--- src/cau_pkg.sv ---
package cau_pkg;

   localparam int DATA_WIDTH = 16;
   localparam int FRAC_BITS  = 8;
   localparam int CMD_WIDTH  = 3;

   localparam logic [CMD_WIDTH-1:0] CMD_ADD  = 3'd0;
   localparam logic [CMD_WIDTH-1:0] CMD_SUB  = 3'd1;
   localparam logic [CMD_WIDTH-1:0] CMD_MUL  = 3'd2;
   localparam logic [CMD_WIDTH-1:0] CMD_DIV  = 3'd3;
   localparam logic [CMD_WIDTH-1:0] CMD_CONJ = 3'd4;

   typedef struct packed {
      logic valid;
      logic is_div;
      logic dz;
      logic eq;
   } ctrl_type;

endpackage

--- src/cau_div_step.sv ---
module cau_div_step #(
   parameter int DW  = cau_pkg::DATA_WIDTH,
   parameter int F   = cau_pkg::FRAC_BITS,
   parameter int BIT = 0
) (
   input  logic                 clock,
   input  logic                 reset,
   input  cau_pkg::ctrl_type    in_ctrl,
   input  logic                 in_neg_re,
   input  logic                 in_neg_im,
   input  logic                 in_ovf_re,
   input  logic                 in_ovf_im,
   input  logic [2*DW:0]        in_den,
   input  logic [2*DW+F:0]      in_rem_re,
   input  logic [2*DW+F:0]      in_rem_im,
   input  logic [DW-1:0]        in_q_re,
   input  logic [DW-1:0]        in_q_im,
   output cau_pkg::ctrl_type    out_ctrl,
   output logic                 out_neg_re,
   output logic                 out_neg_im,
   output logic                 out_ovf_re,
   output logic                 out_ovf_im,
   output logic [2*DW:0]        out_den,
   output logic [2*DW+F:0]      out_rem_re,
   output logic [2*DW+F:0]      out_rem_im,
   output logic [DW-1:0]        out_q_re,
   output logic [DW-1:0]        out_q_im
);

   localparam int MW = 2 * DW + 1;
   localparam int NW = MW + F;
   localparam int WW = MW + F + DW;

   cau_pkg::ctrl_type ctrl_ff;
   logic              neg_re_ff, neg_im_ff, ovf_re_ff, ovf_im_ff;
   logic [MW-1:0]     den_ff;
   logic [NW-1:0]     rem_re_ff, rem_im_ff, rem_re_in, rem_im_in;
   logic [DW-1:0]     q_re_ff, q_im_ff, q_re_in, q_im_in;
   logic [WW-1:0]     dsh, ext_re, ext_im;

   always_comb begin
      dsh       = WW'(in_den) << BIT;
      ext_re    = WW'(in_rem_re);
      ext_im    = WW'(in_rem_im);
      rem_re_in = in_rem_re;
      rem_im_in = in_rem_im;
      q_re_in   = in_q_re;
      q_im_in   = in_q_im;
      if (ext_re >= dsh) begin
         rem_re_in = NW'(ext_re - dsh);
         q_re_in   = in_q_re | (DW'(1) << BIT);
      end
      if (ext_im >= dsh) begin
         rem_im_in = NW'(ext_im - dsh);
         q_im_in   = in_q_im | (DW'(1) << BIT);
      end
   end

   always_ff @(posedge clock) begin
      if (reset) begin
         ctrl_ff.valid <= 1'b0;
      end else begin
         ctrl_ff.valid <= in_ctrl.valid;
      end
      ctrl_ff.is_div <= in_ctrl.is_div;
      ctrl_ff.dz     <= in_ctrl.dz;
      ctrl_ff.eq     <= in_ctrl.eq;
      neg_re_ff      <= in_neg_re;
      neg_im_ff      <= in_neg_im;
      ovf_re_ff      <= in_ovf_re;
      ovf_im_ff      <= in_ovf_im;
      den_ff         <= in_den;
      rem_re_ff      <= rem_re_in;
      rem_im_ff      <= rem_im_in;
      q_re_ff        <= q_re_in;
      q_im_ff        <= q_im_in;
   end

   assign out_ctrl   = ctrl_ff;
   assign out_neg_re = neg_re_ff;
   assign out_neg_im = neg_im_ff;
   assign out_ovf_re = ovf_re_ff;
   assign out_ovf_im = ovf_im_ff;
   assign out_den    = den_ff;
   assign out_rem_re = rem_re_ff;
   assign out_rem_im = rem_im_ff;
   assign out_q_re   = q_re_ff;
   assign out_q_im   = q_im_ff;

endmodule

--- config.mk ---
export PLATFORM = sky130hd
export DESIGN_NAME = cau_div_step
export DESIGN_NICKNAME = d
export VERILOG_FILES = /design/src/cau_pkg.sv /design/src/cau_div_step.sv
export SDC_FILE = /design/constraint.sdc
export NUM_CORES = 1
export LEC_CHECK = 0
export ABC_AREA = 0
export BUFFER_PORTS_ARGS = -buffer_cell sky130_fd_sc_hd__buf_2
export CORE_MARGIN = 2
export CORE_UTILIZATION = 55
export CTS_BUF_LIST = sky130_fd_sc_hd__clkbuf_2
export CTS_CLUSTER_SIZE = 14
export DETAILED_ROUTE_END_ITERATION = 8
export PLACE_DENSITY = 0.89
export SLEW_MARGIN = 40
export SYNTH_ARGS = -nofsm -noshare
export SYNTH_HDL_FRONTEND = slang
export SYNTH_SLANG_ARGS = --single-unit
--- constraint.sdc ---
create_clock -name clock -period 9.1 [get_ports clock]
set_input_delay 2.275 -clock clock [delete_from_list [all_inputs] [get_ports clock]]
set_output_delay 2.275 -clock clock [all_outputs]
set_load 0.02 [all_outputs]
# Word level (Yosys, flattened, before mapping)
# Cells that the tools add are included.
# totals
reg_bits	155
word_cells	21
output_inout_bits	155
inputBits	157
# op_classes
n_mux	2
addsub	2
magnitude_cmp	2
# op_table
op	count
$ge A41 B33 Y1	2
$mux W41	2
$sub A41 B33 Y41	2

# Longest topological paths before layout
# logic_depth
ltp_word	2
ltp_mapped	14
mapped_depth_nobuf	12

# Least setup slack after synthesis
# No wires, ideal clock.
# synth_path
path_type	input-to-reg
start	input in_rem_im[0]
end	register rem_im_ff[34] (netlist: out_rem_im[34])
setup_ns	0.132
stages	12
t_required_ns	8.968
path_slack_ns	4.364
n_path_buf	0
arrival_ns	4.604
cell_sequence	inv_1 -> ha_1 -> fa_1 -> nand2b_1 -> a21o_1 -> a21oi_2 -> a221oi_4 -> nor4_2 -> o41ai_4 -> o31ai_1 -> a311oi_1 -> xor2_1
# synth_between
elab_chain_len	2
elab_cells_between_ends	3
cone_classes	1 x add/sub; 1 x order compare; 1 x mux
# synth_rtl
element	line_no	source
start: declaration	cau_div_step.sv:15	input logic [2*DW+F:0] in_rem_im,
$sub A41 B33 Y41 / $ge A41 B33 Y1 (equally long branches)	cau_div_step.sv:54, cau_div_step.sv:53	
$mux W41 *	cau_div_step.sv:53	if (ext_im >= dsh) begin
named net rem_im_in[34]	cau_div_step.sv:37	logic [NW-1:0] rem_re_ff, rem_im_ff, rem_re_in, rem_im_in;
end signal: assignment	cau_div_step.sv:74	rem_im_ff <= rem_im_in;
end: declaration	cau_div_step.sv:37	
# Mark *: on every way through the listed nets, which the timed path passes. The rest lies on a longest branch.
# A chain may end at the register's enable or synchronous reset.

# Worst setup path after layout
# layout_path
start	input in_den[7]
end	register rem_re_ff[35] (netlist: out_rem_re[35])
# layout_between
elab_chain_len	2
elab_cells_between_ends	3
cone_classes	1 x add/sub; 1 x order compare; 1 x mux
# layout_rtl
element	line_no	source
start: declaration	cau_div_step.sv:13	input logic [2*DW:0] in_den,
$sub A41 B33 Y41 / $ge A41 B33 Y1 (equally long branches)	cau_div_step.sv:50, cau_div_step.sv:49	
$mux W41 *	cau_div_step.sv:49	if (ext_re >= dsh) begin
named net rem_re_in[35]	cau_div_step.sv:37	
end signal: assignment	cau_div_step.sv:73	rem_re_ff <= rem_re_in;
end: declaration	cau_div_step.sv:37	
# Marks and branches as above.

==> out/metrics.csv <==
metric,value,unit
status,"finished, final reports clean",
fmax,210,MHz
post-route clock period utilization,52.2,%
Num CTS Buffers,17,
Port-buffer cells,311,
Die X,124,um
first-pass GRT wire length,35900,um
mux cell area share after synthesis,1.28,%
Buf/Inv on CP,4,
"antenna viol nets, final",0,
Slew headroom,58.9,%
nature of the critical path startpoint,input pin,
Slew Limit Fails,0,
Hold Startpoint,in_q_im[9],
gr usage total,30.6,%
worst-path cell chain,buf_2 -> inv_1 -> ha_1 -> nand3_1 -> a211oi_1 -> o311ai_1 -> nand3_1 -> a31oi_1 -> o31ai_4 -> buf_4 -> inv_2 -> nor4_2 -> xor2_1,
CTS H-tree depth,4,
unrepaired setup endpoints after global routing,false,
detailed placement HPWL,19200,um
layout cell share with drive strength beyond 1,31.2,%
Synth cell types,63,
peak per-stage delay on the critical path,0.56,ns
final setup margin,4.35,ns
Final Util,70.3,%
"Req. time, crit path",9.81,ns
cell family with most CP delay,compound AO/OA/AOI/OAI gates,
syn_area_per_cell,8.77,um^2
worst-margin pin slew,0.610,ns
Final Instance Area,9840,um^2
"critical path fanouts, max",30,
Setup TNS,0,ns
Synth Flop Type,dfxtp_1,
Starting DRT DRC Count,581,
vias per cell,5.54,
main combinational cell family by area after synthesis,compound AO/OA/AOI/OAI gates,
DR pass1 iterations,5,
"commonest cells after routing, fill and taps aside","buf_2, dfxtp_1, a21oi_1, nor2_1, ha_1",
Boundary Pins,312,
clk buf depth,2,
"commonest non-fill, non-tap cell in the layout",buf_2,
Post-Synth XOR/XNOR Area,8.19,%
hold crit path type,in2reg,
number of post-CTS setup repair buffers,0,
cts hold-fix bufs,0,
initial antenna violation count,4,
Critical Path Start,in_den[7],
vias post-DR,7741,
Area Growth Syn to Fin,24.4,%
PwrDens,181,nW/um^2
kind of critical path,in2reg,
Crit. End Element,flip-flop,
max-cap violations,0,
static leakage power,4.86,nW
vias in the first global route,7281,
post-synthesis adder-cell area fraction,10.9,%
grt ovf,0,
final-report setup violation count,0,
Worst VDD drop,0.114,mV
cell repeated most along the worst path,nand3_1,
fraction of registers with async set or reset after synthesis,0,%
core area,14000,um^2
register area share after synthesis,39.2,%
cells after synthesis,902,
routed len/inst,16.9,um
Final min period,4.75,ns
Die Span Y,124,um
drt total wl,23600,um
clock sink total,155,
DP Worst Slack,3.31,ns
Post-synth EDFFs,0,
YS warnings,0,
slowest CP cell,o31ai_4,
Post-CTS Resized,0,
Synth Register Bits,155,
largest net degree at the start of global routing,32,
post-placement cell area,9580,um^2
starting utilization of the core area,56.5,%
"CTS clk-pin slew, worst paths",0.27,ns
complex-gate fraction of the synthesized area,20.6,%
Rows,43,
drt drc,0,
Root Driver,clkbuf_2,
area share of and/or/nand/nor cells after synthesis,15.4,%
die area,15400,um^2
CTS tree,built,
Post-Syn Area,7910,um^2
Final #Nets,1426,
Final GP Congestion,0.951,
crit path DAT,5.46,ns
syn nets,1127,
Fin. Hold Viols,0,
cell type report:
class / instances / area (um^2)
antenna: 3 / 7.51
clock buffer: 18 / 90.1
clock inverter: 14 / 149
fill: 1168 / 4150
inverter: 51 / 191
multi-input combinational: 661 / 4480
sequential: 155 / 3100
tap: 180 / 225
timing repair buffer: 315 / 1590
flip-flops by register name, indices dropped and copies added (netlist names):
signal,flops
out_rem_re,41
out_neg_re,1
out_ovf_im,1
out_den,33
out_ovf_re,1
out_q_im,16
out_rem_im,41
out_q_re,16
out_ctrl,4
out_neg_im,1
per-layer routing:
metal  wire length (um)  share of wire (%)  track usage (%)
met5                 13              0.055                0
met4                630                2.7             12.6
met3               2050                8.7             6.96
met2              11400                 48             51.5
met1               9560                 40             38.0
cells by family (layout without fill, tap and decap cells):
logic type               Yosys count  in the layout
AO/OA/AOI/OAI                    257            257
XOR/XNOR                          74             74
adder cells (fa/ha/maj)           68             68
buffers and inverters             86            398
flip-flops                       155            155
multiplexers                       9              9
other                              0              3
AND/OR/NAND/NOR                  253            253
worst paths after layout:
path / end / slack (ns) / depth (start not counted)
setup / recovery: out_rem_re[35]$_DFF_P_ / 4.35 / 13
hold / removal: out_q_im[9]$_DFF_P_ / 1.57 / 1
through the flow:
step                std cells  power (mW)  hold WS [ns]
floorplan                 902        1.19          2.30
global placement         1360        1.39          2.38
detailed placement       1361        1.40          2.38
CTS                      1393        1.79          1.51
global route             1397        1.89          1.46
finish                   1397        1.78          1.57
Yosys cell counts (3+ instances only):
library cell | n | area share (%)
a211oi_1 | 10 | 0.95
a21o_1 | 31 | 2.9
a21oi_1 | 116 | 7.3
a31oi_1 | 6 | 0.47
and3_1 | 10 | 0.79
buf_2 | 10 | 0.63
clkbuf_1 | 22 | 1.0
dfxtp_1 | 155 | 39
ha_1 | 66 | 10
inv_1 | 50 | 2.4
mux2_2 | 9 | 1.3
nand2_1 | 61 | 2.9
nand2b_1 | 4 | 0.32
nand3_1 | 19 | 1.2
nand4_1 | 17 | 1.3
nor2_1 | 88 | 4.2
nor2b_1 | 8 | 0.63
nor3_1 | 16 | 1.0
nor4_1 | 7 | 0.55
nor4_2 | 3 | 0.47
o211ai_1 | 4 | 0.38
o21a_1 | 9 | 0.85
o21ai_0 | 42 | 2.7
o21ai_1 | 3 | 0.19
o21bai_1 | 9 | 0.85
o31ai_1 | 4 | 0.38
o31ai_2 | 3 | 0.47
or2_2 | 4 | 0.32
or4_1 | 3 | 0.28
xnor2_1 | 38 | 4.2
xor2_1 | 36 | 4.0
power breakdown:
| group | switching [mW] | internal, mW |
|---|---|---|
| clock network | 0.279 | 0.113 |
| logic | 0.376 | 0.226 |
| registers | 0.0218 | 0.769 |
| total | 0.677 | 1.11 |
(Power assumes the default switching activity.)
