**src/cau_pkg.sv**
```systemverilog
package cau_pkg;

   localparam int DATA_WIDTH = 16;
   localparam int FRAC_BITS  = 8;
   localparam int CMD_WIDTH  = 3;

   localparam logic [CMD_WIDTH-1:0] CMD_ADD  = 3'd0;
   localparam logic [CMD_WIDTH-1:0] CMD_SUB  = 3'd1;
   localparam logic [CMD_WIDTH-1:0] CMD_MUL  = 3'd2;
   localparam logic [CMD_WIDTH-1:0] CMD_DIV  = 3'd3;
   localparam logic [CMD_WIDTH-1:0] CMD_CONJ = 3'd4;

   typedef struct packed {
      logic valid;
      logic is_div;
      logic dz;
      logic eq;
   } ctrl_type;

endpackage

```
**src/cau_mult.sv**
```systemverilog
module cau_mult #(
   parameter int DW = cau_pkg::DATA_WIDTH
) (
   input  logic                          clock,
   input  logic                          reset,
   input  logic                          in_valid,
   input  logic [cau_pkg::CMD_WIDTH-1:0] in_cmd,
   input  logic signed [DW-1:0]          in_a_re,
   input  logic signed [DW-1:0]          in_a_im,
   input  logic signed [DW-1:0]          in_b_re,
   input  logic signed [DW-1:0]          in_b_im,
   output cau_pkg::ctrl_type             out_ctrl,
   output logic [cau_pkg::CMD_WIDTH-1:0] out_cmd,
   output logic signed [DW-1:0]          out_a_re,
   output logic signed [DW-1:0]          out_a_im,
   output logic signed [DW-1:0]          out_b_re,
   output logic signed [DW-1:0]          out_b_im,
   output logic signed [2*DW-1:0]        out_p_rr,
   output logic signed [2*DW-1:0]        out_p_ii,
   output logic signed [2*DW-1:0]        out_p_ri,
   output logic signed [2*DW-1:0]        out_p_ir,
   output logic signed [2*DW-1:0]        out_p_bb_r,
   output logic signed [2*DW-1:0]        out_p_bb_i
);

   cau_pkg::ctrl_type             ctrl_ff;
   cau_pkg::ctrl_type             ctrl_in;
   logic [cau_pkg::CMD_WIDTH-1:0] cmd_ff;
   logic signed [DW-1:0]          a_re_ff, a_im_ff, b_re_ff, b_im_ff;
   logic signed [2*DW-1:0]        p_rr_ff, p_ii_ff, p_ri_ff, p_ir_ff, p_bb_r_ff, p_bb_i_ff;

   always_comb begin
      ctrl_in.valid  = in_valid;
      ctrl_in.is_div = (in_cmd == cau_pkg::CMD_DIV);
      ctrl_in.dz     = (in_cmd == cau_pkg::CMD_DIV) && (in_b_re == '0) && (in_b_im == '0);
      ctrl_in.eq     = (in_a_re == in_b_re) && (in_a_im == in_b_im);
   end

   always_ff @(posedge clock) begin
      if (reset) begin
         ctrl_ff.valid <= 1'b0;
      end else begin
         ctrl_ff.valid <= ctrl_in.valid;
      end
      ctrl_ff.is_div <= ctrl_in.is_div;
      ctrl_ff.dz     <= ctrl_in.dz;
      ctrl_ff.eq     <= ctrl_in.eq;
      cmd_ff         <= in_cmd;
      a_re_ff        <= in_a_re;
      a_im_ff        <= in_a_im;
      b_re_ff        <= in_b_re;
      b_im_ff        <= in_b_im;
      p_rr_ff        <= in_a_re * in_b_re;
      p_ii_ff        <= in_a_im * in_b_im;
      p_ri_ff        <= in_a_re * in_b_im;
      p_ir_ff        <= in_a_im * in_b_re;
      p_bb_r_ff      <= in_b_re * in_b_re;
      p_bb_i_ff      <= in_b_im * in_b_im;
   end

   assign out_ctrl   = ctrl_ff;
   assign out_cmd    = cmd_ff;
   assign out_a_re   = a_re_ff;
   assign out_a_im   = a_im_ff;
   assign out_b_re   = b_re_ff;
   assign out_b_im   = b_im_ff;
   assign out_p_rr   = p_rr_ff;
   assign out_p_ii   = p_ii_ff;
   assign out_p_ri   = p_ri_ff;
   assign out_p_ir   = p_ir_ff;
   assign out_p_bb_r = p_bb_r_ff;
   assign out_p_bb_i = p_bb_i_ff;

endmodule

```
**config.mk**
```make
export PLATFORM = sky130hd
export DESIGN_NAME = cau_mult
export DESIGN_NICKNAME = d
export VERILOG_FILES = /design/src/cau_pkg.sv /design/src/cau_mult.sv
export SDC_FILE = /design/constraint.sdc
export NUM_CORES = 2
export LEC_CHECK = 0
export BUFFER_PORTS_ARGS = -buffer_cell sky130_fd_sc_hd__buf_2
export CAP_MARGIN = 20
export CORE_MARGIN = 2
export CORE_UTILIZATION = 65
export CTS_CLUSTER_SIZE = 8
export DETAILED_ROUTE_END_ITERATION = 10
export PLACE_DENSITY = 0.89
export SYNTH_ARGS = -nofsm -noshare
export SYNTH_HDL_FRONTEND = slang
export SYNTH_SLANG_ARGS = --single-unit
```
**constraint.sdc**
```tcl
create_clock -name clock -period 9.5 [get_ports clock]
set_input_delay 1.9 -clock clock [delete_from_list [all_inputs] [get_ports clock]]
set_output_delay 1.9 -clock clock [all_outputs]
set_load 0.02 [all_outputs]
```
# After elaboration in Yosys (flattened, before gate mapping)
# Index checks and enable logic that the tools add are counted.
[totals]
regBits = 263
in_bits = 70
[op_classes]
multipliers = 6
n_eq_ne = 3
reduce_logical = 5
[ops]
columns = ["operator", "n"]
rows = [
  ["multiplier 16 x 16 -> 32 bit", 6],
  ["equality test 16 bit", 2],
  ["logical NOT 16 bit", 2],
  ["equality test 3 x 2 -> 1 bit (second input constant)", 1],
  ["logical AND 1 bit", 3],
]

# Logic depth before layout (Yosys ltp)
[depth]
depth_word = 3
ltp_mapped = 25
mapped_depth_nobuf = 23

# Worst setup path before layout
# No wires, ideal clock.
[synth_timing]
kind = "input -> register"
startpoint = "input in_b_im[15]"
endpoint = "register p_bb_i_ff[31] (netlist: out_p_bb_i[31])"
setup_time_ps = 118
arrival_time_ps = 7729
required_time_ps = 9382
setup_slack_ps = 1653
cell_stages = 22
path_cell_list = "inv_1 clkbuf_1 buf_1 nor2_1 fa_1 fa_1 fa_1 fa_1 fa_1 inv_1 fa_1 inv_1 ha_1 clkbuf_1 a21o_1 a21o_1 a31oi_1 o2bb2ai_1 a311o_1 nand4_1 a311o_1 xnor2_1"
[synth_between]
elab_chain_cells = 1
[synth_rtl]
columns = ["item", "line", "rtl"]
rows = [
  ["start: declaration", "cau_mult.sv:11", "input logic signed [DW-1:0] in_b_im,"],
  ["multiplier 16 x 16 -> 32 bit", "cau_mult.sv:58", "p_bb_i_ff <= in_b_im * in_b_im;"],
  ["end signal: assignment", "cau_mult.sv:58", ""],
  ["end: declaration", "cau_mult.sv:30", "logic signed [2*DW-1:0] p_rr_ff, p_ii_ff, p_ri_ff, p_ir_ff, p_bb_r_ff, p_bb_i_ff;"],
]
# No other way between the ends.
# A chain may end at the register's enable or synchronous reset.

# Worst setup path after layout
[layout_timing]
startpoint = "input in_b_re[1]"
endpoint = "register p_ir_ff[31] (netlist: out_p_ir[31])"
[layout_between]
elab_chain_cells = 1
[layout_rtl]
columns = ["item", "line", "rtl"]
rows = [
  ["start: declaration", "cau_mult.sv:10", "input logic signed [DW-1:0] in_b_re,"],
  ["multiplier 16 x 16 -> 32 bit", "cau_mult.sv:56", "p_ir_ff <= in_a_im * in_b_re;"],
  ["end signal: assignment", "cau_mult.sv:56", ""],
  ["end: declaration", "cau_mult.sv:30", ""],
]
# No other way between the ends.

==> impl_metrics.json <==
{
  "status": "complete, no violations",
  "ys_warn_count": 0,
  "yosys.area_share.simple": 0.127,
  "synth-edff-count": 0,
  "rsz0062_at_grt": "no",
  "ant_nets": 0,
  "die_w_um": 315,
  "critPathLaunch": "in_b_re[1]",
  "clkTransAtPathRegs_ns": 0.05,
  "tns_ns": 0,
  "nets": 8976,
  "final_util": 0.695,
  "fmax_mhz": 120,
  "synthXorXnorAreaFrac": 0.0293,
  "hp-class": "primary input to flip-flop",
  "ys_async_sr_fraction": 0,
  "antenna_found_initial": 15,
  "required_ns": 10.06,
  "synth.area.top_cells": "fa_1, inv_1, ha_1, dfxtp_1, and2_1",
  "cp.arrival_ns": 8.92,
  "synthTopCellsByCount": "inv_1, fa_1, nand2_1",
  "hold_viol": 0,
  "dieHeight_um": 315,
  "cts_tree": "yes",
  "start_util": 0.654,
  "hold_buffers": 0,
  "layout.cells.non_filler": 8147,
  "cp_max_fo": 31,
  "synth_compound_area_frac": 0.0493,
  "placed_cells": 8084,
  "critical_path_class": "primary input to flip-flop",
  "cts_buffers": 42,
  "syn-cell-area_mm2": 0.0631,
  "grt_pass1_wl_um": 264000,
  "synth_top_area_share": 0.482,
  "clockBufferDepth": 3,
  "drv_cap": 0,
  "dpl.hpwl_um": 124000,
  "synth_seq_cells": 259,
  "ys_seq_area_frac": 0.0822,
  "end_kind": "flip-flop",
  "setup_violations": 0,
  "io_buffers": 330,
  "tightest_slew_ns": 1.15,
  "cts_setup_buffers": 0,
  "critPathLaunchType": "primary input",
  "grt_overflow": 0,
  "ys.flop_type": "dfxtp_1",
  "hold_start": "in_cmd[2]",
  "yosys.cell_types.count": 83,
  "finalMaxSlewViolations": 0,
  "syn_avg_cell_area_um2": 9.44,
  "drc_errors": 0,
  "final_layout_size_suffix_gt1_frac": 0.0716,
  "place.gp.congestion": 0.951,
  "vias": 46887,
  "synthMuxAreaShare": 0.000476,
  "clock-sinks": 259,
  "period_share": 0.880,
  "placementRows": 114,
  "ctsResizeCount": 0,
  "core-area_mm2": 0.0964,
  "relSlewSlack": 0.236,
  "wl_um": 161000,
  "synth.most_common_cell": "inv_1",
  "area_growth_pct": 6.33,
  "vias_per_cell": 5.76,
  "yosysTopAreaCell": "fa_1",
  "dieArea_mm2": 0.0995,
  "cts-htree-levels": 2,
  "routedWlPerCell_um": 19.7,
  "grt_pass1_vias": 52654,
  "grt_max_degree": 48,
  "synth_cells": 6681,
  "synth_top_family_by_area": "adder cells",
  "synthAdderAreaFrac": 0.588,
  "drt_iter0_markers": 4088,
  "firstDrtPassIters": 6,
  "cts_root_buf": "clkbuf_16",
  "fin_crit_ns": 8.36,
  "io_pins": 333,
  "grtUsageTotal": 0.340
}
[worst max-delay path, stage by stage]
cell,delay (ns)
buf_2,0.57
buf_4,0.42
and2_1,0.26
fa_1,0.47
fa_1,0.50
ha_1,0.21
fa_1,0.48
inv_1,0.06
fa_1,0.46
fa_1,0.52
inv_1,0.04
ha_1,0.22
nor3_1,0.63
o2bb2ai_1,0.33
a311oi_1,0.17
o41ai_1,0.64
a21oi_1,0.33
a211o_1,0.34
a21oi_1,0.19
xnor2_1,0.14
[layer usage]
metal,vias up,global-route usage,wire length [um]
li1,19816,-,-
met1,23574,0.426,56600
met2,2782,0.535,74100
met3,701,0.0999,19600
met4,14,0.184,10200
met5,-,0,98
[layout by cell type, fill, tap and decap left out, drive strengths merged, types with 7 or more instances in the layout]
| cell | netlist | layout |
|---|---|---|
| o21a | 26 | 26 |
| and3 | 19 | 19 |
| o21bai | 26 | 26 |
| a31oi | 18 | 18 |
| buf | 11 | 398 |
| a211o | 12 | 12 |
| o211ai | 14 | 14 |
| clkinv | 3 | 8 |
| nand4 | 14 | 14 |
| inv | 1790 | 1792 |
| nand2 | 655 | 655 |
| a21o | 55 | 55 |
| nor4 | 18 | 18 |
| a2111oi | 7 | 7 |
| a21oi | 142 | 142 |
| o21ai | 66 | 66 |
| dfxtp | 259 | 259 |
| a211oi | 19 | 19 |
| fa | 1517 | 1517 |
| xnor2 | 163 | 163 |
| ha | 536 | 536 |
| nand3 | 33 | 33 |
| and2 | 565 | 565 |
| clkbuf | 260 | 48 |
| nor3 | 29 | 29 |
| nor2 | 193 | 193 |
| a21boi | 8 | 8 |
| a31o | 12 | 12 |
| or2 | 9 | 9 |
| or3 | 13 | 13 |
| nand2b | 42 | 42 |
| xor2 | 48 | 48 |
| nor2b | 22 | 22 |
[state kept, by name (all words and copies together), names as in the netlist]
name and flops:
out_b_im 15, out_p_bb_i 31, out_b_re 15, out_p_ir 32, out_p_bb_r 31, out_p_ii 32
out_a_im 16, out_a_re 16, out_ctrl 4, out_p_ri 32, out_cmd 3, out_p_rr 32
[path summary, 6_finish.rpt]
path,endpoint,depth (start not counted)
min,out_cmd[2],1
max,out_p_ir[31],20
[metrics by stage]
stage	hold WS, ns	instance area [um2]	worst slack, ns
floorplan	1.93	63100	1.65
CTS	1.39	67000	1.34
global placement	2.02	65800	0.890
detailed placement	2.02	65800	0.714
finish	1.41	67000	1.14
global route	1.39	67000	0.975
[area by class of cell]
type | instances | area, um2
clock buffers | 48 | 1090
flip-flops and latches | 259 | 5180
multi-input cells | 4359 | 50100
clock inverters | 11 | 151
repair buffers | 398 | 2170
diodes | 3 | 7.51
fillers | 6539 | 29400
well taps | 1276 | 1600
inverters | 1793 | 6730
[kinds of logic (layout without fill, tap and decap cells)]
logic type | Yosys count | in the layout
AND/OR/NAND/NOR | 1630 | 1630
XOR/XNOR | 211 | 211
adder cells (fa/ha/maj) | 2053 | 2053
buffers and inverters | 2064 | 2250
flip-flops | 259 | 259
other | 1 | 5
AO/OA/AOI/OAI | 460 | 460
multiplexers | 3 | 3
Power is left out: the tool's default activity adds up to more than one toggle a clock period on the data nets, which glitch-free logic cannot reach.
