--- src/cau_pkg.sv ---
package cau_pkg;

   localparam int DATA_WIDTH = 16;
   localparam int FRAC_BITS  = 8;
   localparam int CMD_WIDTH  = 3;

   localparam logic [CMD_WIDTH-1:0] CMD_ADD  = 3'd0;
   localparam logic [CMD_WIDTH-1:0] CMD_SUB  = 3'd1;
   localparam logic [CMD_WIDTH-1:0] CMD_MUL  = 3'd2;
   localparam logic [CMD_WIDTH-1:0] CMD_DIV  = 3'd3;
   localparam logic [CMD_WIDTH-1:0] CMD_CONJ = 3'd4;

   typedef struct packed {
      logic valid;
      logic is_div;
      logic dz;
      logic eq;
   } ctrl_type;

endpackage

--- src/cau_sum.sv ---
module cau_sum #(
   parameter int DW = cau_pkg::DATA_WIDTH,
   parameter int F  = cau_pkg::FRAC_BITS
) (
   input  logic                          clock,
   input  logic                          reset,
   input  cau_pkg::ctrl_type             in_ctrl,
   input  logic [cau_pkg::CMD_WIDTH-1:0] in_cmd,
   input  logic signed [DW-1:0]          in_a_re,
   input  logic signed [DW-1:0]          in_a_im,
   input  logic signed [DW-1:0]          in_b_re,
   input  logic signed [DW-1:0]          in_b_im,
   input  logic signed [2*DW-1:0]        in_p_rr,
   input  logic signed [2*DW-1:0]        in_p_ii,
   input  logic signed [2*DW-1:0]        in_p_ri,
   input  logic signed [2*DW-1:0]        in_p_ir,
   input  logic signed [2*DW-1:0]        in_p_bb_r,
   input  logic signed [2*DW-1:0]        in_p_bb_i,
   output cau_pkg::ctrl_type             out_ctrl,
   output logic                          out_neg_re,
   output logic                          out_neg_im,
   output logic [2*DW:0]                 out_mag_re,
   output logic [2*DW:0]                 out_mag_im,
   output logic [2*DW:0]                 out_den
);

   localparam int MW = 2 * DW + 1;
   localparam int SW = 2 * DW + 2;

   cau_pkg::ctrl_type  ctrl_ff;
   logic               neg_re_ff, neg_im_ff, neg_re_in, neg_im_in;
   logic [MW-1:0]      mag_re_ff, mag_im_ff, mag_re_in, mag_im_in;
   logic [MW-1:0]      den_ff, den_in;
   logic signed [SW-1:0] v_re, v_im, abs_re, abs_im, den_s;

   always_comb begin
      v_re   = '0;
      v_im   = '0;
      den_in = '1;
      den_s  = SW'(in_p_bb_r) + SW'(in_p_bb_i);
      case (in_cmd)
         cau_pkg::CMD_ADD: begin
            v_re = SW'(in_a_re) + SW'(in_b_re);
            v_im = SW'(in_a_im) + SW'(in_b_im);
         end
         cau_pkg::CMD_SUB: begin
            v_re = SW'(in_a_re) - SW'(in_b_re);
            v_im = SW'(in_a_im) - SW'(in_b_im);
         end
         cau_pkg::CMD_MUL: begin
            v_re = SW'(in_p_rr) - SW'(in_p_ii);
            v_im = SW'(in_p_ri) + SW'(in_p_ir);
         end
         cau_pkg::CMD_DIV: begin
            if (!in_ctrl.dz) begin
               v_re   = SW'(in_p_rr) + SW'(in_p_ii);
               v_im   = SW'(in_p_ir) - SW'(in_p_ri);
               den_in = den_s[MW-1:0];
            end
         end
         cau_pkg::CMD_CONJ: begin
            v_re = SW'(in_a_re);
            v_im = -SW'(in_a_im);
         end
         default: begin
            v_re = '0;
            v_im = '0;
         end
      endcase
      neg_re_in = v_re[SW-1];
      neg_im_in = v_im[SW-1];
      abs_re    = neg_re_in ? -v_re : v_re;
      abs_im    = neg_im_in ? -v_im : v_im;
      mag_re_in = abs_re[MW-1:0];
      mag_im_in = abs_im[MW-1:0];
      if (in_cmd == cau_pkg::CMD_MUL) begin
         mag_re_in = mag_re_in >> F;
         mag_im_in = mag_im_in >> F;
      end
   end

   always_ff @(posedge clock) begin
      if (reset) begin
         ctrl_ff.valid <= 1'b0;
      end else begin
         ctrl_ff.valid <= in_ctrl.valid;
      end
      ctrl_ff.is_div <= in_ctrl.is_div;
      ctrl_ff.dz     <= in_ctrl.dz;
      ctrl_ff.eq     <= in_ctrl.eq;
      neg_re_ff      <= neg_re_in;
      neg_im_ff      <= neg_im_in;
      mag_re_ff      <= mag_re_in;
      mag_im_ff      <= mag_im_in;
      den_ff         <= den_in;
   end

   assign out_ctrl   = ctrl_ff;
   assign out_neg_re = neg_re_ff;
   assign out_neg_im = neg_im_ff;
   assign out_mag_re = mag_re_ff;
   assign out_mag_im = mag_im_ff;
   assign out_den    = den_ff;

endmodule

--- config.mk ---
export PLATFORM = sky130hd
export DESIGN_NAME = cau_sum
export DESIGN_NICKNAME = d
export VERILOG_FILES = /design/src/cau_pkg.sv /design/src/cau_sum.sv
export SDC_FILE = /design/constraint.sdc
export NUM_CORES = 1
export LEC_CHECK = 0
export ABC_AREA = 1
export BUFFER_PORTS_ARGS = -buffer_cell sky130_fd_sc_hd__buf_4
export CELL_PAD_IN_SITES_DETAIL_PLACEMENT = 0
export CELL_PAD_IN_SITES_GLOBAL_PLACEMENT = 2
export CORE_ASPECT_RATIO = 0.5
export CORE_MARGIN = 3
export CORE_UTILIZATION = 26
export CTS_CLUSTER_DIAMETER = 120
export DETAILED_ROUTE_END_ITERATION = 16
export PLACE_DENSITY = 0.89
export SETUP_SLACK_MARGIN = 0.15
export SKIP_LAST_GASP = 1
export SLEW_MARGIN = 20
export SYNTH_ARGS = -nofsm -noshare
export SYNTH_HDL_FRONTEND = slang
export SYNTH_SLANG_ARGS = --single-unit
--- constraint.sdc ---
create_clock -name clock -period 3.2 [get_ports clock]
set_clock_uncertainty 0.05 [all_clocks]
set_input_delay 0.48 -clock clock [delete_from_list [all_inputs] [get_ports clock]]
set_output_delay 0.48 -clock clock [all_outputs]
set_load 0.01 [all_outputs]
# Word-level counts from Yosys, hierarchy flattened
# Index checks and enable logic that the tools add are counted.
[totals]
register_bits = 105
in_bits = 265
out_inout_bits = 105
[classes]
n_addsub = 12
n_eq_ne = 4
n_mux = 8
bitwise_logic = 1
reduce_logical = 2
[ops]
columns = ["cell", "n"]
rows = [
  ["34-bit one-hot mux with 5 select lines", 2],
  ["32-bit by 32-bit adder with 33-bit output", 3],
  ["34-bit two-way mux", 2],
  ["33-bit two-way mux", 2],
  ["33-bit negation", 2],
  ["32-bit by 32-bit subtractor with 33-bit output", 2],
  ["25-bit two-way mux", 2],
  ["16-bit by 16-bit adder with 17-bit output", 2],
  ["16-bit negation with 34-bit output", 1],
  ["16-bit by 16-bit subtractor with 17-bit output", 2],
  ["3-bit by 2-bit == test with 1-bit output, second input constant", 2],
  ["3-bit by 1-bit == test with 1-bit output, second input constant", 1],
  ["3-bit == test, second input constant", 1],
  ["3-bit logical NOT", 1],
  ["2-bit OR reduction", 1],
  ["1-bit NOT", 1],
]

# Logic depth before layout (Yosys ltp)
# Gate-level depths: netlist (run 1).
[logic_depth]
depth_word = 6
mapped_depth = 28

# Worst setup path before layout (run 1)
# Ideal clock, no wire load.
[synth_timing]
path_kind = "input port to flip-flop"
start = "in in_p_ir[0]"
end = "reg mag_im_ff[22] (netlist: out_mag_im[22])"
setup_ps = 112
arrival_time_ps = 2955
required_ps = 3038
slack_ps = 83
stages = 22
path_cell_list = "inv_1 > ha_1 > fa_1 > inv_1 > nand2_1 > nand3_1 > nor2_2 > ha_1 > inv_1 > nor3_1 > nand3_1 > nor2_1 > nand2_1 > nor2_2 > nand3_2 > nor2_4 > and2_1 > nand2_1 > nand3b_1 > nand2_1 > nand2_1 > nand2_1"
[synth_between]
elab_chain_len = 6
[synth_lines]
columns = ["element", "line", "source"]
rows = [
  ["from (decl)", "cau_sum.sv:16", "input logic signed [2*DW-1:0] in_p_ir,"],
  ["32-bit by 32-bit subtractor with 33-bit output", "cau_sum.sv:57", "v_im = SW'(in_p_ir) - SW'(in_p_ri);"],
  ["34-bit two-way mux", "cau_sum.sv:55", "if (!in_ctrl.dz) begin"],
  ["34-bit one-hot mux with 5 select lines *", "cau_sum.sv:41", "case (in_cmd)"],
  ["33-bit negation", "cau_sum.sv:73", "abs_im = neg_im_in ? -v_im : v_im;"],
  ["33-bit two-way mux *", "cau_sum.sv:73", ""],
  ["25-bit two-way mux *", "cau_sum.sv:76", "if (in_cmd == cau_pkg::CMD_MUL) begin"],
  ["named net mag_im_in[22]", "cau_sum.sv:32", "logic [MW-1:0] mag_re_ff, mag_im_ff, mag_re_in, mag_im_in;"],
  ["to (signal assigned)", "cau_sum.sv:94", "mag_im_ff <= mag_im_in;"],
  ["to (decl)", "cau_sum.sv:32", ""],
]
# The timed path passes the listed nets; every way through them passes the cells marked *.
# A chain may end at the register's enable or synchronous reset.

# Final worst setup path (run 1)
[layout_timing]
start = "in in_p_ir[0]"
end = "reg mag_im_ff[21] (netlist: out_mag_im[21])"
# The elaborated chain is that of the path after synthesis.

==> results of run 1 <==
[per-layer routing]
| metal | track usage (%) | part of all wire (%) | up-vias | wire, um |
|---|---|---|---|---|
| met1 | 29.1 | 43 | 14700 | 46700 |
| met3 | 1.68 | 5.6 | 171 | 6010 |
| met5 | 0 | 0 | - | 0 |
| met2 | 39.7 | 47 | 965 | 51100 |
| li1 | - | - | 16000 | - |
| met4 | 7.37 | 3.8 | 0 | 4070 |
[worst max path at each step]
stage | slack, ps | depth (start not counted) | from | to
after detailed placement | -470 | 24 | in_a_im[0] | out_mag_im[18]
after global placement | -490 | 21 | in_a_im[0] | out_mag_im[29]
after global routing | -40 | 22 | in_p_ir[0] | out_mag_im[21]
after floorplan | 150 | 26 | in_a_re[0] | out_mag_re[23]
after CTS | 150 | 25 | in_p_ii[10] | out_mag_re[17]
final | 120 | 22 | in_p_ir[0] | out_mag_im[21]
[cells by family (layout without fill, tap and decap cells)]
kind of cell | Yosys count | after routing | share of synthesized area (%)
xor gates and xnor gates | 34 | 34 | 1.33
AOI/OAI and AO/OA | 458 | 458 | 11.0
adders and majority gates | 239 | 239 | 13.6
buffers and inverters | 847 | 2034 | 14.8
DFF | 105 | 105 | 9.38
and+or+nand+nor | 2635 | 2635 | 49.9
[per-stage QoR]
| stage | hold WS (ps) | power (mW) | worst slack, ps |
|---|---|---|---|
| 3_5_place_dp | 538 | 8.11 | -474 |
| 3_3_place_gp | 535 | 8.08 | -488 |
| 4_1_cts | 155 | 9.44 | 151 |
| 5_1_grt | 153 | 10.9 | -43.7 |
| 2_1_floorplan | 458 | 4.78 | 154 |
| 6_report | 170 | 10.1 | 116 |
[power by group through the flow]
| stage | sequential, mW | clock, mW | combinational (mW) |
|---|---|---|---|
| floorplan | 1.75 | 0 | 3.02 |
| global placement | 1.73 | 0 | 6.35 |
| detailed placement | 1.72 | 0 | 6.39 |
| CTS | 1.69 | 1.17 | 6.57 |
| global route | 1.70 | 1.23 | 7.98 |
| finish | 1.69 | 1.13 | 7.30 |
[area by class of cell]
cell class | count | area [um^2]
Clock buffer | 9 | 225
Clock inverter | 7 | 67.6
Sequential cell | 105 | 2100
Tap cell | 1155 | 1450
Fill cell | 9250 | 48700
Inverter | 733 | 2770
Timing Repair Buffer | 1285 | 9840
Multi-Input combinational cell | 3366 | 19500
[cells in the final DEF, fill, tap and decap left out, types with 10 or more instances in the layout]
| master | count |
|---|---|
| ha_4 | 39 |
| nor2_2 | 113 |
| ha_1 | 172 |
| nand2_1 | 1311 |
| xor2_1 | 10 |
| o21ai_0 | 109 |
| or2_2 | 13 |
| inv_1 | 693 |
| a21oi_2 | 43 |
| and2_1 | 18 |
| inv_2 | 33 |
| buf_4 | 1257 |
| clkbuf_16 | 11 |
| nand3_4 | 13 |
| o21ai_1 | 32 |
| nand3_1 | 457 |
| nand2_4 | 20 |
| nor3_2 | 14 |
| a21oi_1 | 201 |
| o21bai_1 | 23 |
| a21o_1 | 18 |
| nand3b_1 | 11 |
| nand2_2 | 123 |
| buf_6 | 16 |
| nor3_1 | 33 |
| nand3_2 | 69 |
| nor2_1 | 288 |
| ha_2 | 19 |
| dfxtp_1 | 105 |
| nand4_1 | 85 |
| nor2_4 | 51 |
[registers in the layout (all words and copies together) (netlist names)]
register	flops
out_mag_re	33
out_ctrl	4
out_den	33
out_mag_im	33
out_neg_re	1
out_neg_im	1
[timing repair]
item	in CTS	in global routing
setup buffers	20	46
gates cloned	0	2
setup endpoints to repair	64	70
pin swaps	45	152
resized for setup	132	564
[worst max-delay path, stage by stage]
cell and delay [ps]:
buf_8 80, inv_4 30, ha_4 140, fa_2 360
buf_6 130, xnor2_2 120, nand2_2 120, nand3_2 110
or2_1 250, nor2_2 180, nand2_2 90, nor2_4 130
nand3_2 100, nor2_4 190, nand3_4 110, nor2_4 150
nand2_2 80, o21bai_1 160, nand2_1 110, nand2_1 70
nand2_1 50, nand2_1 70
==> impl_metrics.json, run 1 <==
{
  "die-height_um": 214,
  "gp_congestion": 1.00,
  "drive_gt1_share_pct": 34.6,
  "initial_core_util_pct": 26.5,
  "yosys_warnings": 0,
  "drc_errors": 0,
  "grt_pass1_wl_um": 162000,
  "synth_fp_nets": 4822,
  "ys_seq_area_share_pct": 9.38,
  "synth_top_area_share_pct": 24.2,
  "crit_required_ps": 3450,
  "finalSetupViolCount": 0,
  "min_path_cells": 1,
  "drv_cap": 0,
  "hp-start": "in_ctrl[2]",
  "syn-instance-count": 4318,
  "synth_cell_types": 48,
  "p_seq_share_pct": 16.7,
  "drv_slew": 0,
  "grt_antenna_before_repair": 0,
  "p_int_mw": 5.35,
  "grtUsageTotal_pct": 22.4,
  "hp-class": "input port to register",
  "power.switching_fraction_pct": 47.1,
  "max-vdd-ir-drop_uv": 246,
  "hold-path-endpoint": "out_ctrl[2]",
  "critPathLaunchType": "input port",
  "worstMarginPinSlew_ps": 584,
  "drt-initial-drc-count": 2404,
  "ant_nets": 0,
  "status": "finished, final reports clean",
  "critPathArrivalTime_ps": 3330,
  "hold_buffers": 0,
  "cts_root_buffer": "clkbuf_16",
  "port_buffers": 369,
  "placedCellCount": 6576,
  "cts_tree": "yes",
  "grt_start_max_net_pins": 65,
  "ios": 370,
  "netlist_area_mm2": 0.0224,
  "cts_made_buffers": 9,
  "synth_edf_count": 0,
  "hold_violations": 0,
  "yosysMostFrequentCell": "nand2_1",
  "fin_crit_ps": 3080,
  "htreeDepth": 3,
  "num_rows": 75,
  "switchingPower_mw": 4.77,
  "fin_util_pct": 42.5,
  "nets": 6004,
  "combPwrFrac_pct": 72.1,
  "grt_overflow": 0,
  "cts_sinks": 105,
  "yosys.area.top_type": "nand2_1",
  "max_freq_mhz": 324,
  "coreArea_mm2": 0.0846,
  "p_clk_share_pct": 11.2,
  "hpwl_um": 92200,
  "synth-seq-cells": 105,
  "power_density_mw_per_mm2": 281,
  "dpl_cell_area_mm2": 0.0325,
  "dieArea_mm2": 0.0900,
  "fin_cells": 6660,
  "fin_setup_tns_ps": 0,
  "fin_crit_sh_pct": 96.4,
  "crit_fanout": 4,
  "vias_per_cell": 4.77,
  "finalWirelength_um": 108000,
  "grt_pass1_vias": 30300,
  "slew_headroom_pct": 60.7,
  "drt_first_pass_iters": 6,
  "syn_avg_cell_area_um2": 5.19,
  "power_leakage_nw": 19.8,
  "synth.top_cells.by_count": "nand2_1, inv_1, nand3_1, nor2_1, a21oi_1",
  "syn_to_final_growth_pct": 60.5,
  "routedWlPerCell_um": 16.2,
  "clkTransAtPathRegs_ps": 90,
  "crit_type": "input port to register",
  "endpoint_kind": "register",
  "synthArstFlopShare_pct": 0,
  "vias": 31800,
  "cts_buffer_depth": 2,
  "final_cell_area_mm2": 0.0360,
  "yosys_most_used_dff": "dfxtp_1",
  "n_antenna_cell": 0,
  "rsz0062_at_grt": "true",
  "die_x_um": 421,
  "synth_area_leaders": "nand2_1, ha_1, inv_1"
}
(Power assumes the default switching activity.)
==> run 2: changes to the inputs <==
Settings changed: PLACE_DENSITY 0.89 to 0.81.
==> impl_metrics.json, run 2 (same netlist as run 1, synthesis figures left out) <==
{
  "max-vdd-ir-drop_uv": 242,
  "critPathLaunchType": "input port",
  "fin_crit_ps": 3110,
  "vias": 31800,
  "final_common_cell": "buf_4",
  "ant_nets": 0,
  "endpoint_kind": "register",
  "drc_errors": 0,
  "routedWlPerCell_um": 17.5,
  "ios": 370,
  "critPathArrivalTime_ps": 3310,
  "cts_tree": "yes",
  "hp-class": "input port to register",
  "num_rows": 75,
  "drive_gt1_share_pct": 36.5,
  "dieArea_mm2": 0.0900,
  "gp_congestion": 0.965,
  "worstMarginPinSlew_ps": 702,
  "slew_headroom_pct": 53.2,
  "cts_buffer_depth": 2,
  "syn_to_final_growth_pct": 65.8,
  "initial_core_util_pct": 26.5,
  "max_freq_mhz": 321,
  "crit_fanout": 6,
  "drt_first_pass_iters": 5,
  "total_power_mw": 10.6,
  "coreArea_mm2": 0.0846,
  "cts_sinks": 105,
  "cts_root_buffer": "clkbuf_16",
  "htreeDepth": 3,
  "grt_overflow": 0,
  "finalWirelength_um": 118000,
  "status": "finished, final reports clean",
  "fin_crit_sh_pct": 97.3,
  "grt_pass1_wl_um": 172000,
  "layout_common_cells": "buf_4, nand2_1, inv_1",
  "power_density_mw_per_mm2": 284,
  "drv_slew": 0,
  "port_buffers": 369,
  "power_leakage_nw": 20.3,
  "placedCellCount": 6677,
  "fin_setup_tns_ps": 0,
  "die_x_um": 421,
  "die-height_um": 214,
  "clkTransAtPathRegs_ps": 90,
  "drv_cap": 0,
  "drt-initial-drc-count": 1984,
  "finalSetupViolCount": 0,
  "dpl_cell_area_mm2": 0.0334,
  "rsz0062_at_grt": "true",
  "n_antenna_cell": 0,
  "hpwl_um": 102000,
  "crit_type": "input port to register",
  "grtUsageTotal_pct": 24.6,
  "crit_required_ps": 3390,
  "fin_cells": 6758,
  "nets": 6102,
  "hold_violations": 0,
  "grt_start_max_net_pins": 68,
  "cts_made_buffers": 9,
  "vias_per_cell": 4.70,
  "final_cell_area_mm2": 0.0372,
  "grt_pass1_vias": 30500,
  "hold_buffers": 0,
  "grt_antenna_before_repair": 2,
  "hold_ws_ps": 146
}
==> run 2: worst max-delay path, stage by stage <==
cell	delay [ps]
buf_8	80
ha_4	130
inv_2	40
fa_2	530
inv_2	60
nand2_2	80
nand3_4	90
nor2_4	170
ha_4	170
inv_4	40
nor3_4	100
nand3_2	110
nor2_2	130
nand2_2	80
nor2_4	140
nand3_4	90
nor2_4	230
buf_6	140
buf_6	90
nor2_4	30
xor2_2	170
nand2_1	50
o21ai_1	70
==> run 2: per-layer routing <==
layer / up-vias / share of wire, % / global-route usage, % / wire length (um)
li1: 16200 / - / - / -
met2: 706 / 48 / 44.4 / 57100
met4: 2 / 2.6 / 6.24 / 3040
met3: 129 / 4.3 / 2.81 / 5130
met5: - / 0.011 / 0 / 13
met1: 14700 / 45 / 31.3 / 52900
==> run 2: final timing paths <==
| path | start | end | slack, ps | cells past startpoint |
|---|---|---|---|---|
| min | in_ctrl[2] | out_ctrl[2] | 150 | 1 |
| max | in_p_ir[0] | out_mag_im[8] | 90 | 23 |
==> run 2: power breakdown <==
group          total (mW)  internal (mW)  switching [mW]
combinational        7.63           3.47            4.16
clock                1.27          0.570           0.702
sequential           1.67           1.54           0.126
==> run 2: timing repair <==
item / 4_1_cts / 5_1_grt
buffers inserted: 17 / 45
setup endpoints to repair: 62 / 67
resized for setup: 168 / 593
gates cloned: 1 / 2
pin swaps: 45 / 154
==> run 2: through the flow <==
stage	setup slack, ps	utilization, %
floorplan	154	-
global placement	-539	39.4
detailed placement	-582	39.4
CTS	120	40.7
global route	-62.6	43.9
finish	85.8	43.9
==> run 2: layout make-up <==
| class | count | area [um^2] |
|---|---|---|
| multi-input cells | 3366 | 19900 |
| repair buffers | 1383 | 10600 |
| fillers | 9350 | 47500 |
| clock inverters | 7 | 91.3 |
| inverters | 733 | 2780 |
| clock buffers | 9 | 225 |
| flip-flops and latches | 105 | 2100 |
| well taps | 1155 | 1450 |
